--- config.mk ---
export PLATFORM = sky130hd
export DESIGN_NAME = quote_aware_tokenizer
export DESIGN_NICKNAME = d
export VERILOG_FILES = /design/src/hw/rtl/qat_pkg.sv /design/src/hw/rtl/qat_regs.sv /design/src/hw/rtl/qat_front.sv /design/src/hw/rtl/qat_fifo.sv /design/src/hw/rtl/quote_aware_tokenizer.sv
export VERILOG_INCLUDE_DIRS = /design/src /design/src/hw/rtl
export SDC_FILE = /design/constraint.sdc
export NUM_CORES = 1
export LEC_CHECK = 0
export ABC_AREA = 1
export ABC_CLOCK_PERIOD_IN_PS = 3900
export BUFFER_PORTS_ARGS = -buffer_cell sky130_fd_sc_hd__buf_4
export CAP_MARGIN = 15
export CORE_UTILIZATION = 45
export DETAILED_ROUTE_END_ITERATION = 10
export GPL_ROUTABILITY_DRIVEN = 0
export SLEW_MARGIN = 20
export SYNTH_ARGS = -nofsm -noshare
export SYNTH_HDL_FRONTEND = slang
export SYNTH_HIERARCHICAL = 1
export SYNTH_SLANG_ARGS = --single-unit
--- constraint.sdc ---
create_clock -name clk -period 3.9 [get_ports clk]
set_input_delay 0.585 -clock clk [delete_from_list [all_inputs] [get_ports clk]]
set_output_delay 0.585 -clock clk [all_outputs]
set_load 0.01 [all_outputs]
--- src/hw/rtl/quote_aware_tokenizer_defines.svh ---
// Assertion macros shared by the tokenizer RTL.
// Each macro expects clk and arst_n in scope of the module that uses it.
`ifndef QUOTE_AWARE_TOKENIZER_DEFINES_SVH
`define QUOTE_AWARE_TOKENIZER_DEFINES_SVH

// Same-cycle implication.
`define QAT_ASSERT_NOW(label, pre, post, msg) \
	label: assert property (@(posedge clk) disable iff (!arst_n) (pre) |-> (post)) \
		else $error(msg);

// Next-cycle implication.
`define QAT_ASSERT_NEXT(label, pre, post, msg) \
	label: assert property (@(posedge clk) disable iff (!arst_n) (pre) |=> (post)) \
		else $error(msg);

`endif

--- src/hw/rtl/qat_pkg.sv ---
// Shared types, constants and helper functions for the quote-aware tokenizer.
// No dependencies.
package qat_pkg;

	localparam int NEST_BITS = 8;
	localparam int MAP_REGS = 8;
	localparam int ADDR_W = 6;
	localparam int QUEUE_DEPTH = 4;
	localparam int QPTR_W = $clog2(QUEUE_DEPTH);
	localparam int QCNT_W = $clog2(QUEUE_DEPTH + 1);

	localparam logic [63:0] PAIR_LOW_BITS = 64'h5555_5555_5555_5555;
	localparam logic [NEST_BITS-1:0] NEST_MAX = {NEST_BITS{1'b1}};

	localparam logic [7:0] CH_LPAREN = 8'h28;
	localparam logic [7:0] CH_RPAREN = 8'h29;
	localparam logic [7:0] CH_LBRACK = 8'h5B;
	localparam logic [7:0] CH_RBRACK = 8'h5D;
	localparam logic [7:0] CH_LBRACE = 8'h7B;
	localparam logic [7:0] CH_RBRACE = 8'h7D;

	typedef enum logic [1:0] {
		CLS_ORD   = 2'd0,
		CLS_DROP  = 2'd1,
		CLS_KEEP  = 2'd2,
		CLS_QUOTE = 2'd3
	} char_class_t;

	typedef struct packed {
		logic [7:0] byte_in;
		logic       string_last;
	} in_word_t;

	typedef struct packed {
		logic [7:0] token_byte;
		logic       token_first;
		logic       has_byte;
		logic       string_end;
	} out_word_t;

	typedef logic [MAP_REGS-1:0][63:0] class_map_t;

	typedef struct packed {
		class_map_t map;
		logic       has_delim;
	} map_cfg_t;

	typedef struct packed {
		logic       is_bracket;
		logic [7:0] close;
	} bracket_t;

	function automatic bracket_t close_of(input logic [7:0] b);
		bracket_t r;
		r = '0;
		case (b)
			CH_LPAREN: r = '{is_bracket: 1'b1, close: CH_RPAREN};
			CH_LBRACK: r = '{is_bracket: 1'b1, close: CH_RBRACK};
			CH_LBRACE: r = '{is_bracket: 1'b1, close: CH_RBRACE};
			default:   r = '0;
		endcase
		return r;
	endfunction

endpackage

--- src/hw/rtl/qat_regs.sv ---
// APB register file holding the eight 64-bit class map words.
// Depends on qat_pkg.
module qat_regs (
	input  logic                      clk,
	input  logic                      arst_n,
	input  logic                      psel,
	input  logic                      penable,
	input  logic                      pwrite,
	input  logic [qat_pkg::ADDR_W-1:0] paddr,
	input  logic [63:0]               pwdata,
	output logic [63:0]               prdata,
	output logic                      pready,
	output qat_pkg::map_cfg_t         cfg
);
	import qat_pkg::*;

	class_map_t map_q;
	logic       delim_any;

	always_ff @(posedge clk or negedge arst_n) begin
		if (!arst_n) begin
			map_q <= '0;
		end else if (psel && penable && pwrite) begin
			map_q[paddr[ADDR_W-1:3]] <= pwdata;
		end
	end

	always_comb begin
		delim_any = 1'b0;
		for (int i = 0; i < MAP_REGS; i++) begin
			delim_any = delim_any |
				(|((map_q[i] & PAIR_LOW_BITS) ^ ((map_q[i] >> 1) & PAIR_LOW_BITS)));
		end
	end

	assign prdata        = map_q[paddr[ADDR_W-1:3]];
	assign pready        = 1'b1;
	assign cfg.map       = map_q;
	assign cfg.has_delim = delim_any;

endmodule

--- src/hw/rtl/qat_front.sv ---
// Front end: accepts input words, classifies each byte and tracks token and quote state.
// Depends on qat_pkg and quote_aware_tokenizer_defines.svh.
`include "quote_aware_tokenizer_defines.svh"

module qat_front (
	input  logic               clk,
	input  logic               arst_n,
	input  qat_pkg::map_cfg_t  cfg,
	input  logic               in_valid,
	output logic               in_ready,
	input  qat_pkg::in_word_t  in_data,
	input  logic               space,
	output logic               push,
	output qat_pkg::out_word_t push_word
);
	import qat_pkg::*;

	logic                 tok_q, quote_q;
	logic [7:0]           open_q;
	logic [NEST_BITS-1:0] nest_q;

	logic                 tok_d, quote_d;
	logic [7:0]           open_d;
	logic [NEST_BITS-1:0] nest_d;
	logic                 emit, first, accept;
	logic [7:0]           b;
	char_class_t          cls;
	bracket_t             open_br, b_br;

	assign in_ready = space;
	assign accept   = in_valid && in_ready;
	assign b        = in_data.byte_in;
	assign cls      = char_class_t'(cfg.map[b[7:5]][{b[4:0], 1'b0} +: 2]);
	assign open_br  = close_of(open_q);
	assign b_br     = close_of(b);

	always_comb begin
		tok_d   = tok_q;
		quote_d = quote_q;
		open_d  = open_q;
		nest_d  = nest_q;
		emit    = 1'b0;
		first   = 1'b0;
		if (quote_q) begin
			emit = 1'b1;
			if (open_br.is_bracket) begin
				if (b == open_q) begin
					if (nest_q != NEST_MAX) nest_d = nest_q + 1'b1;
				end else if (b == open_br.close) begin
					if (nest_q != '0) nest_d = nest_q - 1'b1;
					if (nest_d == '0) quote_d = 1'b0;
				end
			end else if (b == open_q) begin
				quote_d = 1'b0;
			end
		end else begin
			case (cls)
				CLS_ORD: begin
					emit  = 1'b1;
					first = !tok_q;
					tok_d = 1'b1;
				end
				CLS_DROP: begin
					tok_d = 1'b0;
				end
				CLS_KEEP: begin
					emit  = 1'b1;
					first = 1'b1;
					tok_d = 1'b0;
				end
				CLS_QUOTE: begin
					emit    = 1'b1;
					first   = !tok_q;
					tok_d   = 1'b1;
					quote_d = 1'b1;
					open_d  = b;
					nest_d  = b_br.is_bracket ? NEST_BITS'(1) : '0;
				end
				default: begin
					tok_d = 1'b0;
				end
			endcase
		end
		// drop all state at string end or when the map has no delimiter
		if (in_data.string_last || !cfg.has_delim) begin
			tok_d   = 1'b0;
			quote_d = 1'b0;
			open_d  = '0;
			nest_d  = '0;
		end
	end

	always_ff @(posedge clk or negedge arst_n) begin
		if (!arst_n) begin
			tok_q   <= 1'b0;
			quote_q <= 1'b0;
			open_q  <= '0;
			nest_q  <= '0;
		end else if (accept) begin
			tok_q   <= tok_d;
			quote_q <= quote_d;
			open_q  <= open_d;
			nest_q  <= nest_d;
		end
	end

	assign push                  = accept && cfg.has_delim && (emit || in_data.string_last);
	assign push_word.token_byte  = emit ? b : 8'd0;
	assign push_word.token_first = emit && first;
	assign push_word.has_byte    = emit;
	assign push_word.string_end  = in_data.string_last;

	`QAT_ASSERT_NOW(a_quote_in_token, quote_q, tok_q, "quoted run open without a token")
	`QAT_ASSERT_NOW(a_nest_in_quote, nest_q != '0, quote_q, "nest count live outside a run")
	`QAT_ASSERT_NOW(a_no_push_nodelim, accept && !cfg.has_delim, !push, "word pushed without delimiter class")
	`QAT_ASSERT_NEXT(a_last_clears, accept && in_data.string_last, !tok_q && !quote_q && nest_q == '0, "state kept past string end")

endmodule

--- src/hw/rtl/qat_fifo.sv ---
// Short result queue between the front end and the output channel.
// Depends on qat_pkg and quote_aware_tokenizer_defines.svh.
`include "quote_aware_tokenizer_defines.svh"

module qat_fifo (
	input  logic               clk,
	input  logic               arst_n,
	input  logic               push,
	input  qat_pkg::out_word_t push_word,
	output logic               space,
	output logic               out_valid,
	input  logic               out_ready,
	output qat_pkg::out_word_t out_data
);
	import qat_pkg::*;

	out_word_t          mem_q [QUEUE_DEPTH];
	logic [QPTR_W-1:0]  wr_q, rd_q;
	logic [QCNT_W-1:0]  cnt_q;
	logic               pop;

	assign space     = cnt_q != QCNT_W'(QUEUE_DEPTH);
	assign out_valid = cnt_q != '0;
	assign pop       = out_valid && out_ready;
	assign out_data  = mem_q[rd_q];

	always_ff @(posedge clk) begin
		if (push) mem_q[wr_q] <= push_word;
	end

	always_ff @(posedge clk or negedge arst_n) begin
		if (!arst_n) begin
			wr_q  <= '0;
			rd_q  <= '0;
			cnt_q <= '0;
		end else begin
			if (push) wr_q <= wr_q + 1'b1;
			if (pop)  rd_q <= rd_q + 1'b1;
			if (push && !pop)      cnt_q <= cnt_q + 1'b1;
			else if (pop && !push) cnt_q <= cnt_q - 1'b1;
		end
	end

	`QAT_ASSERT_NOW(a_cnt_bound, 1'b1, cnt_q <= QCNT_W'(QUEUE_DEPTH), "queue count out of range")
	`QAT_ASSERT_NOW(a_no_overflow, push, space, "push into full queue")
	`QAT_ASSERT_NEXT(a_cnt_up, push && !pop, cnt_q == $past(cnt_q) + 1'b1, "count missed a push")
	`QAT_ASSERT_NEXT(a_cnt_down, pop && !push, cnt_q == $past(cnt_q) - 1'b1, "count missed a pop")

endmodule

--- src/hw/rtl/quote_aware_tokenizer.sv ---
// Quote-aware string tokenizer, top level.
// Depends on qat_pkg, qat_regs, qat_front and qat_fifo.
//
// Usage:
// - Input channel (in_valid/in_ready/in_data) takes one string byte per word,
//   with string_last marking the final byte of a string.
// - Output channel (out_valid/out_ready/out_data) gives zero or one word per
//   input byte: token bytes with a first-of-token flag, plus a bare end marker
//   when the final byte yields no character.
// - The APB port writes the eight 64-bit class map words at byte address 8*i;
//   write only while the block is idle.
// - Throughput: one byte per cycle while the queue has space; the per-byte state
//   update is combinational logic in the front end, registered on accept.
// - A result is written into the four-word queue when its byte is accepted and
//   is given on out_data from the queue's registers.
// - When the receiver stalls, the queue fills and in_ready drops once it holds
//   four words; nothing is lost.
// - Reset clears the class map (no delimiter class, so no output), the token
//   and quote state, and empties the queue.
module quote_aware_tokenizer (
	input  logic                       clk,
	input  logic                       arst_n,
	input  logic                       in_valid,
	output logic                       in_ready,
	input  qat_pkg::in_word_t          in_data,
	output logic                       out_valid,
	input  logic                       out_ready,
	output qat_pkg::out_word_t         out_data,
	input  logic                       psel,
	input  logic                       penable,
	input  logic                       pwrite,
	input  logic [qat_pkg::ADDR_W-1:0] paddr,
	input  logic [63:0]                pwdata,
	output logic [63:0]                prdata,
	output logic                       pready
);
	import qat_pkg::*;

	map_cfg_t  cfg;
	logic      space, push;
	out_word_t push_word;

	qat_regs u_regs (
		.clk     (clk),
		.arst_n  (arst_n),
		.psel    (psel),
		.penable (penable),
		.pwrite  (pwrite),
		.paddr   (paddr),
		.pwdata  (pwdata),
		.prdata  (prdata),
		.pready  (pready),
		.cfg     (cfg)
	);

	qat_front u_front (
		.clk       (clk),
		.arst_n    (arst_n),
		.cfg       (cfg),
		.in_valid  (in_valid),
		.in_ready  (in_ready),
		.in_data   (in_data),
		.space     (space),
		.push      (push),
		.push_word (push_word)
	);

	qat_fifo u_fifo (
		.clk       (clk),
		.arst_n    (arst_n),
		.push      (push),
		.push_word (push_word),
		.space     (space),
		.out_valid (out_valid),
		.out_ready (out_ready),
		.out_data  (out_data)
	);

endmodule

### Word level (Yosys, flattened, before mapping)

Memories as Yosys holds them, arrays and structs flattened.
Index checks and enable logic that the tools add are counted.

| operators by class | value |
|---|---|
| shift-type cells | 1 |
| $add $sub $neg | 6 |
| eq/ne operators | 17 |
| reductions and logical operators | 37 |
| mux-type cells | 45 |
| bitwise logic cells | 15 |
| magnitude comparators | 3 |

Operators with widths:

| kind | number |
|---|---|
| $bwmux 512 | 1 |
| $reduce_or 64->1 | 8 |
| $xor 63x63->63 | 8 |
| $bmux 64 s3 | 2 |
| $demux 64 s3 | 1 |
| $mux 64 | 3 |
| $mux 8 | 16 |
| $shiftx 64x7->2 | 1 |
| $pmux 9 s3 | 2 |
| $eq 8x7->1 const B | 4 |
| $eq 8x6->1 const B | 2 |
| $eq 8x8->1 | 2 |
| $mux 1 | 16 |
| $logic_and 1x1->1 | 10 |
| $add 8x1->8 const B | 1 |
| $logic_not 8->1 | 1 |
| $lt 3x4->1 const B | 2 |
| $ne 4x4->1 const B | 2 |
| $ne 8x8->1 const B | 1 |
| $reduce_bool 8->1 | 1 |
| $sub 8x1->8 const B | 1 |
| $or 1x1->1 | 7 |
| $mux 3 | 2 |
| $ne 3x3->1 const B | 2 |
| 18 further kinds | 28 |

| word-level totals | value |
|---|---|
| bits of input ports | 86 |
| register bits | 537 |
| output and inout bits | 78 |
| memories | 1 |
| RAM bits | 44 |
| word-level logic and storage cells | 140 |

Memories:

| memory | words | width | read ports | clocked after Yosys merged registers in | wr ports | line | RTL |
|---|---|---|---|---|---|---|---|
| u_fifo.mem_q | 4 | 11 | 1 | 0 | 1 | qat_fifo.sv:17 | `out_word_t mem_q [QUEUE_DEPTH];` |

### Logic depth before layout (Yosys ltp)

| logic depth | value |
|---|---|
| depth in word-level cells | 15 |
| depth in mapped cells | 28 |
| gate-level depth less buffers | 26 |

### By module

The synthesis kept the hierarchy.

By module, submodules not included:

| module | times used | area an instance (um^2) | sequential area each (um^2) | cells an instance |
|---|---|---|---|---|
| qat_regs | 1 | 25574.5 | 12812.3 | 3340 |
| qat_front | 1 | 8260.4 | 450.4 | 1874 |
| qat_fifo | 1 | 2189.6 | 1496.4 | 183 |

### Least setup slack after synthesis

OpenSTA, ideal clock, no wires.

| timing | value |
|---|---|
| kind | input to register |
| start point | in in_data[7] (netlist name) |
| end point | reg u_fifo.cnt_q[1] |
| stages on the path | 24 |
| path slack | 0.654 ns |
| required time | 3.774 ns |
| path buffers | 3 |
| data arrival time | 3.120 ns |
| setup time | 0.126 ns |
| cells stage by stage | buf_4 -> inv_2 -> buf_4 -> buf_2 -> nor2_1 -> o21ai_1 -> nand2_1 -> nand2_1 -> nand2_1 -> nand2_1 -> nor2_1 -> nor2_1 -> nor2_1 -> nor2_1 -> nor2_1 -> ha_1 -> nand2_1 -> o211ai_1 -> inv_1 -> ha_1 -> inv_1 -> fa_1 -> nand2_1 -> o21ai_0 |

| between the ends | value |
|---|---|
| word-level cells in the longest chain between the ends | 12 |
| elaborated cells on any way between the ends | 16 |
| classes of those cells | eq/ne: 2; shift: 1; mux: 5; reduce/logical: 8 |

RTL lines:

| item | line | RTL |
|---|---|---|
| start: declaration | quote_aware_tokenizer.sv:25 | `input qat_pkg::in_word_t in_data,` |
| $bmux 64 s3 * | qat_front.sv:33 | `assign cls = char_class_t'(cfg.map[b[7:5]][{b[4:0], 1'b0} +: 2]);` |
| $mux 64 (not written as such) * | qat_front.sv:33 |  |
| $shiftx 64x7->2 * | qat_front.sv:33 |  |
| $eq 2x2->1 / $logic_not 2->1 (equally long branches) | qat_front.sv:57 | `case (cls)` |
| $reduce_or 3->1 (no line) * | -- |  |
| $mux 1 * | qat_front.sv:57 |  |
| $mux 1 * | qat_front.sv:44 | `if (quote_q) begin` |
| net u_front.emit | qat_front.sv:25 | `logic emit, first, accept;` |
| $logic_or 1x1->1 * | qat_front.sv:107 | `assign push = accept && cfg.has_delim && (emit \|\| in_data.string_last);` |
| $logic_and 1x1->1 * | qat_front.sv:107 |  |
| net push | quote_aware_tokenizer.sv:40 | `logic space, push;` |
| $logic_not 1->1 | qat_fifo.sv:40 | `else if (pop && !push) cnt_q <= cnt_q - 1'b1;` |
| $logic_and 1x1->1 | qat_fifo.sv:40 |  |
| $reduce_bool 2->1 (no line) | -- |  |
| end signal: assignment | qat_fifo.sv:39 | `if (push && !pop) cnt_q <= cnt_q + 1'b1;` |
| end signal: assignment | qat_fifo.sv:40 |  |
| end: declaration | qat_fifo.sv:19 | `logic [QCNT_W-1:0] cnt_q;` |

Mark *: on every way through the listed nets, which the timed path passes. The rest lies on a longest branch. The select of a mux whose other input is x is not followed.
A chain may end at the register's enable or synchronous reset.

==> metrics.md <==
| Metric | Value |
|---|---|
| DRC viols | 0 |
| Num rows | around 100 |
| Largest family of logic cells by synthesized area | simple AND/OR/NAND/NOR gates |
| Die width | 285 um |
| Post-synthesis compound-gate area fraction | 14.3% |
| Final hold vios | 0 |
| Synth unique cells | 42 |
| Antenna violations before repair | 3 |
| CTS clk-pin slew, worst paths | 0.06 ns |
| Most used DFF post-synth | dfrtp_1 |
| Largest net degree at the start of global routing | 101 |
| Buffer and inverter count on the worst path | 5 |
| CTS tree | yes |
| Worst setup SP type | input pin |
| Pre-antenna DRT Iters | 6 |
| Hold Worst Slack | ~0.19 ns |
| Crit share post-route | between 80% and 90% |
| Arrival time worst endpoint | between 3 and 4 ns |
| Latest clock arrival within the worst-skew pair | 0.63 ns |
| RSZ-0062 raised after global routing | false |
| Post-Syn Instances | approximately 5400 |
| Worst hold path type | in -> reg |
| Slew Limit Fails | 0 |
| Seq/Total Area, Yosys | between 40% and 50% |
| Most common cell after layout, fill and taps aside | nand2_1 |
| Dpl hpwl | about 90000 um |
| Leak | ~21 nW |
| Max Clock Freq | slightly below 300 MHz |
| Relative slew slack | between 20 and 30% |
| Crit. End Element | register |
| Worst VDD drop | 0.320 mV |
| XOR/XNOR Fraction of Synth Area | roughly 2.7% |
| Reg2Reg Depth | 19 |
| Ant. Diodes | 0 |
| EDFF count, synth | between 40 and 50 |
| Num CTS Buffers | just over 70 |
| Post-Layout Cell Count | 6600 |
| Crit path kind | in -> reg |
| Number of synthesized register bits | around 580 |
| Boundary Pins | approximately 160 |
| Worst-Margin Slew | 1.09 ns |
| # fillers | roughly 7900 |
| Simple-gate area share of the yosys netlist | between 20% and 30% |
| Fraction of layout cells with a size suffix above 1 | 8.31% |
| Starting Density | 45.5% |
| Die ar. | between 0.08 and 0.09 sq mm |
| CP max-delay cell | fa_1 |
| Synth warn | 6 |
| Crit-path max FO | 17 |
| # setup viols final | 0 |
| GRT Total Usage | around 33% |
| Asr flop ratio synth | 92.4% |
| Mux share of post-synthesis cell area | 0% |
| Post-Place Cells | about 6500 |
| Critical Path RT | between 4 and 5 ns |
| CP Depth | 23 |
| Status | completed |
| Buffers on Ports | between 150 and 200 |
| DR vias | between 30000 and 40000 |
| First DRT Iteration DRCs | ~4200 |
| Routed wire length | 136000 um |
| Nets | between 5000 and 6000 |
| DR WL/cell | ~20 um |
| Final ANT Viol Nets | 0 |
| Die Y | around 280 um |
| Avg Cell Area, Syn | 6.67 sq um |
| Critical path cell sequence | buf_4 > clkinv_2 > nor2_4 > buf_12 > nand2_1 > nor2_1 > nor2_1 > nand2_1 > nand3_1 > nand2_1 > nand2_1 > nand3_1 > nor2_1 > nor2_1 > ha_1 > nand2_1 > o211ai_1 > inv_1 > ha_1 > inv_1 > fa_1 > nand2_1 > o21ai_0 |
| GR Overflow Total | 0 |
| Synthesis-to-finish area growth | 14.9% |
| Most frequent CP cell | nand2_1 |
| First-pass GRT wire length | 205000 um |
| Synth Area in Adders | less than 1% |
| Bufs on Longest Clock Path | 3 |
| Max-cap viol count | 0 |
| Clock Skews | between 0.02 and 0.025 ns |
| Syn Std Cell Area | around 0.036 sq mm |
| Crit-path max cell delay | around 0.4 ns |
| Largest delay contributor family on the critical path | simple AND/OR/NAND/NOR gates |
| Highest-count cells in the layout ignoring fill and taps | 1840 x nand2_1, 752 x inv_1, 581 x nor2_1 |
| Hold path cells | 3 |
| Vias in the first global route | between 30000 and 40000 |
| Root Driver | clkbuf_16 |
| Vias per inst | approximately 5.4 |
| Syn Nets | 5496 |
| H-tree Lvls | 3 |
| Crit path time final | between 3 and 4 ns |
| Core ar. | a little under 0.08 sq mm |
| Power per cell area | 542 mW/mm^2 |
| Clk sink count | between 500 and 600 |
sequential cells by signal (all words and copies together), names as in the netlist:
signal and flops:
u_front/tok_q 1, u_fifo/rd_q 2, u_regs/cfg 512, u_front/quote_q 1
u_front/nest_q 8, u_fifo/mem_q 44, u_fifo/cnt_q 3, u_front/open_q 8
u_fifo/wr_q 2
cell usage after synthesis (3+ instances only):
master | n | area (sq um)
a211oi_1 | 13 | 97.6
a21oi_1 | 96 | 480
a221oi_1 | 40 | 350
a22oi_1 | 48 | 360
buf_1 | 10 | 37.5
buf_2 | 131 | 656
buf_4 | 22 | 165
buf_6 | 17 | 191
clkbuf_1 | 100 | 375
dfrtp_1 | 537 | 13400
edfxtp_1 | 44 | 1320
ha_1 | 12 | 150
inv_1 | 752 | 2820
inv_2 | 15 | 56.3
nand2_1 | 1845 | 6930
nand3_1 | 241 | 1210
nand4_1 | 16 | 100
nor2_1 | 587 | 2200
nor3_1 | 20 | 100
o2111ai_1 | 23 | 201
o211ai_1 | 26 | 195
o21ai_0 | 558 | 2790
o21ai_1 | 30 | 150
o22ai_1 | 81 | 507
or2_0 | 3 | 18.8
xor2_1 | 111 | 972
metrics by stage:
| step | instance area (sq um) | total power, mW | utilization (%) | setup TNS [ns] | setup WS, ns |
|---|---|---|---|---|---|
| detailed placement | 39000 | 15.5 | 49.3 | -0.176 | -0.109 |
| floorplan | 36000 | 12.8 | - | 0 | 0.654 |
| CTS | 41400 | 22.4 | 52.3 | 0 | 0.346 |
| global placement | 39000 | 15.3 | 49.3 | -0.110 | -0.0608 |
| finish | 41400 | 22.4 | 52.3 | 0 | 0.491 |
| global route | 41400 | 23.8 | 52.3 | 0 | 0.202 |
worst register-to-register path: stages, from the launching register on:
cell and delay (ns):
dfrtp_1 0.41, xor2_1 0.32, nor2_1 0.15, nand2_1 0.18, nor2_1 0.09, nand2_1 0.08, nor2_1 0.04, nand2_1 0.06
nor2_1 0.04, nand2_1 0.23, inv_1 0.09, nor2_2 0.44, inv_1 0.17, nor2_2 0.33, inv_1 0.10, nand2_1 0.17
nor2_1 0.09, buf_4 0.18, nand3_1 0.07, o21ai_0 0.08
final timing paths:
| kind | end | slack [ns] | from |
|---|---|---|---|
| hold reg to reg | u_fifo/cnt_q[2] | 0.50 | u_fifo/cnt_q[2] |
| hold / removal | u_regs/cfg[62] | 0.19 | pwdata[61] |
| setup reg to reg | u_front/open_q[0] | 0.49 | u_regs/cfg[342] |
| setup / recovery | u_fifo/cnt_q[1] | 0.49 | in_data[7] |
| min in group asynchronous | u_regs/cfg[22] | 0.56 | arst_n |
| max in group asynchronous | u_regs/cfg[506] | 2.25 | arst_n |
cells by family (layout without fill, tap and decap cells):
family / after synthesis / count (layout)
adders and majority gates: 13 / 13
other: 1 / 1
DFF: 581 / 581
and+or+nand+nor: 2723 / 2723
AOI/OAI and AO/OA: 918 / 918
buffers and inverters: 1049 / 1202
xor gates and xnor gates: 112 / 112
report_power, final:
| group | internal, mW | switching, mW | leakage, nW |
|---|---|---|---|
| clock network | 4.13 | 2.78 | 1.18 |
| logic | 2.44 | 4.23 | 13.2 |
| registers | 7.42 | 1.42 | 6.97 |
repair_timing:
item | in CTS | in global routing
hold endpoints to repair | 56 | 0
buffers inserted | 0 | 0
endpoints found under the setup margin | 0 | 6
gates resized for setup | 0 | 1
hold buffers | 1 | 0
metal layers:
layer / GRT usage [%] / wire, um / up-vias / share of wire [%]
met4: 12.3 / 5320 / 2 / 3.9
li1: - / - / 17086 / -
met3: 5.11 / 13200 / 304 / 9.7
met5: 0 / 13 / - / 0.0096
met1: 46.6 / 57000 / 16757 / 42
met2: 51.6 / 60000 / 1811 / 44
area by class of cell:
type                            count  area [sq um]  share of cell area, %
Timing Repair Buffer              309          2960                   7.16
Multi-Input combinational cell   3767         17100                   41.2
Inverter                          768          2890                   6.98
Clock buffer                       98          2080                   5.03
Tap cell                         1050          1310                   3.17
Sequential cell                   581         14800                   35.7
Clock inverter                     27           313                  0.756
(Power assumes the default switching activity.)
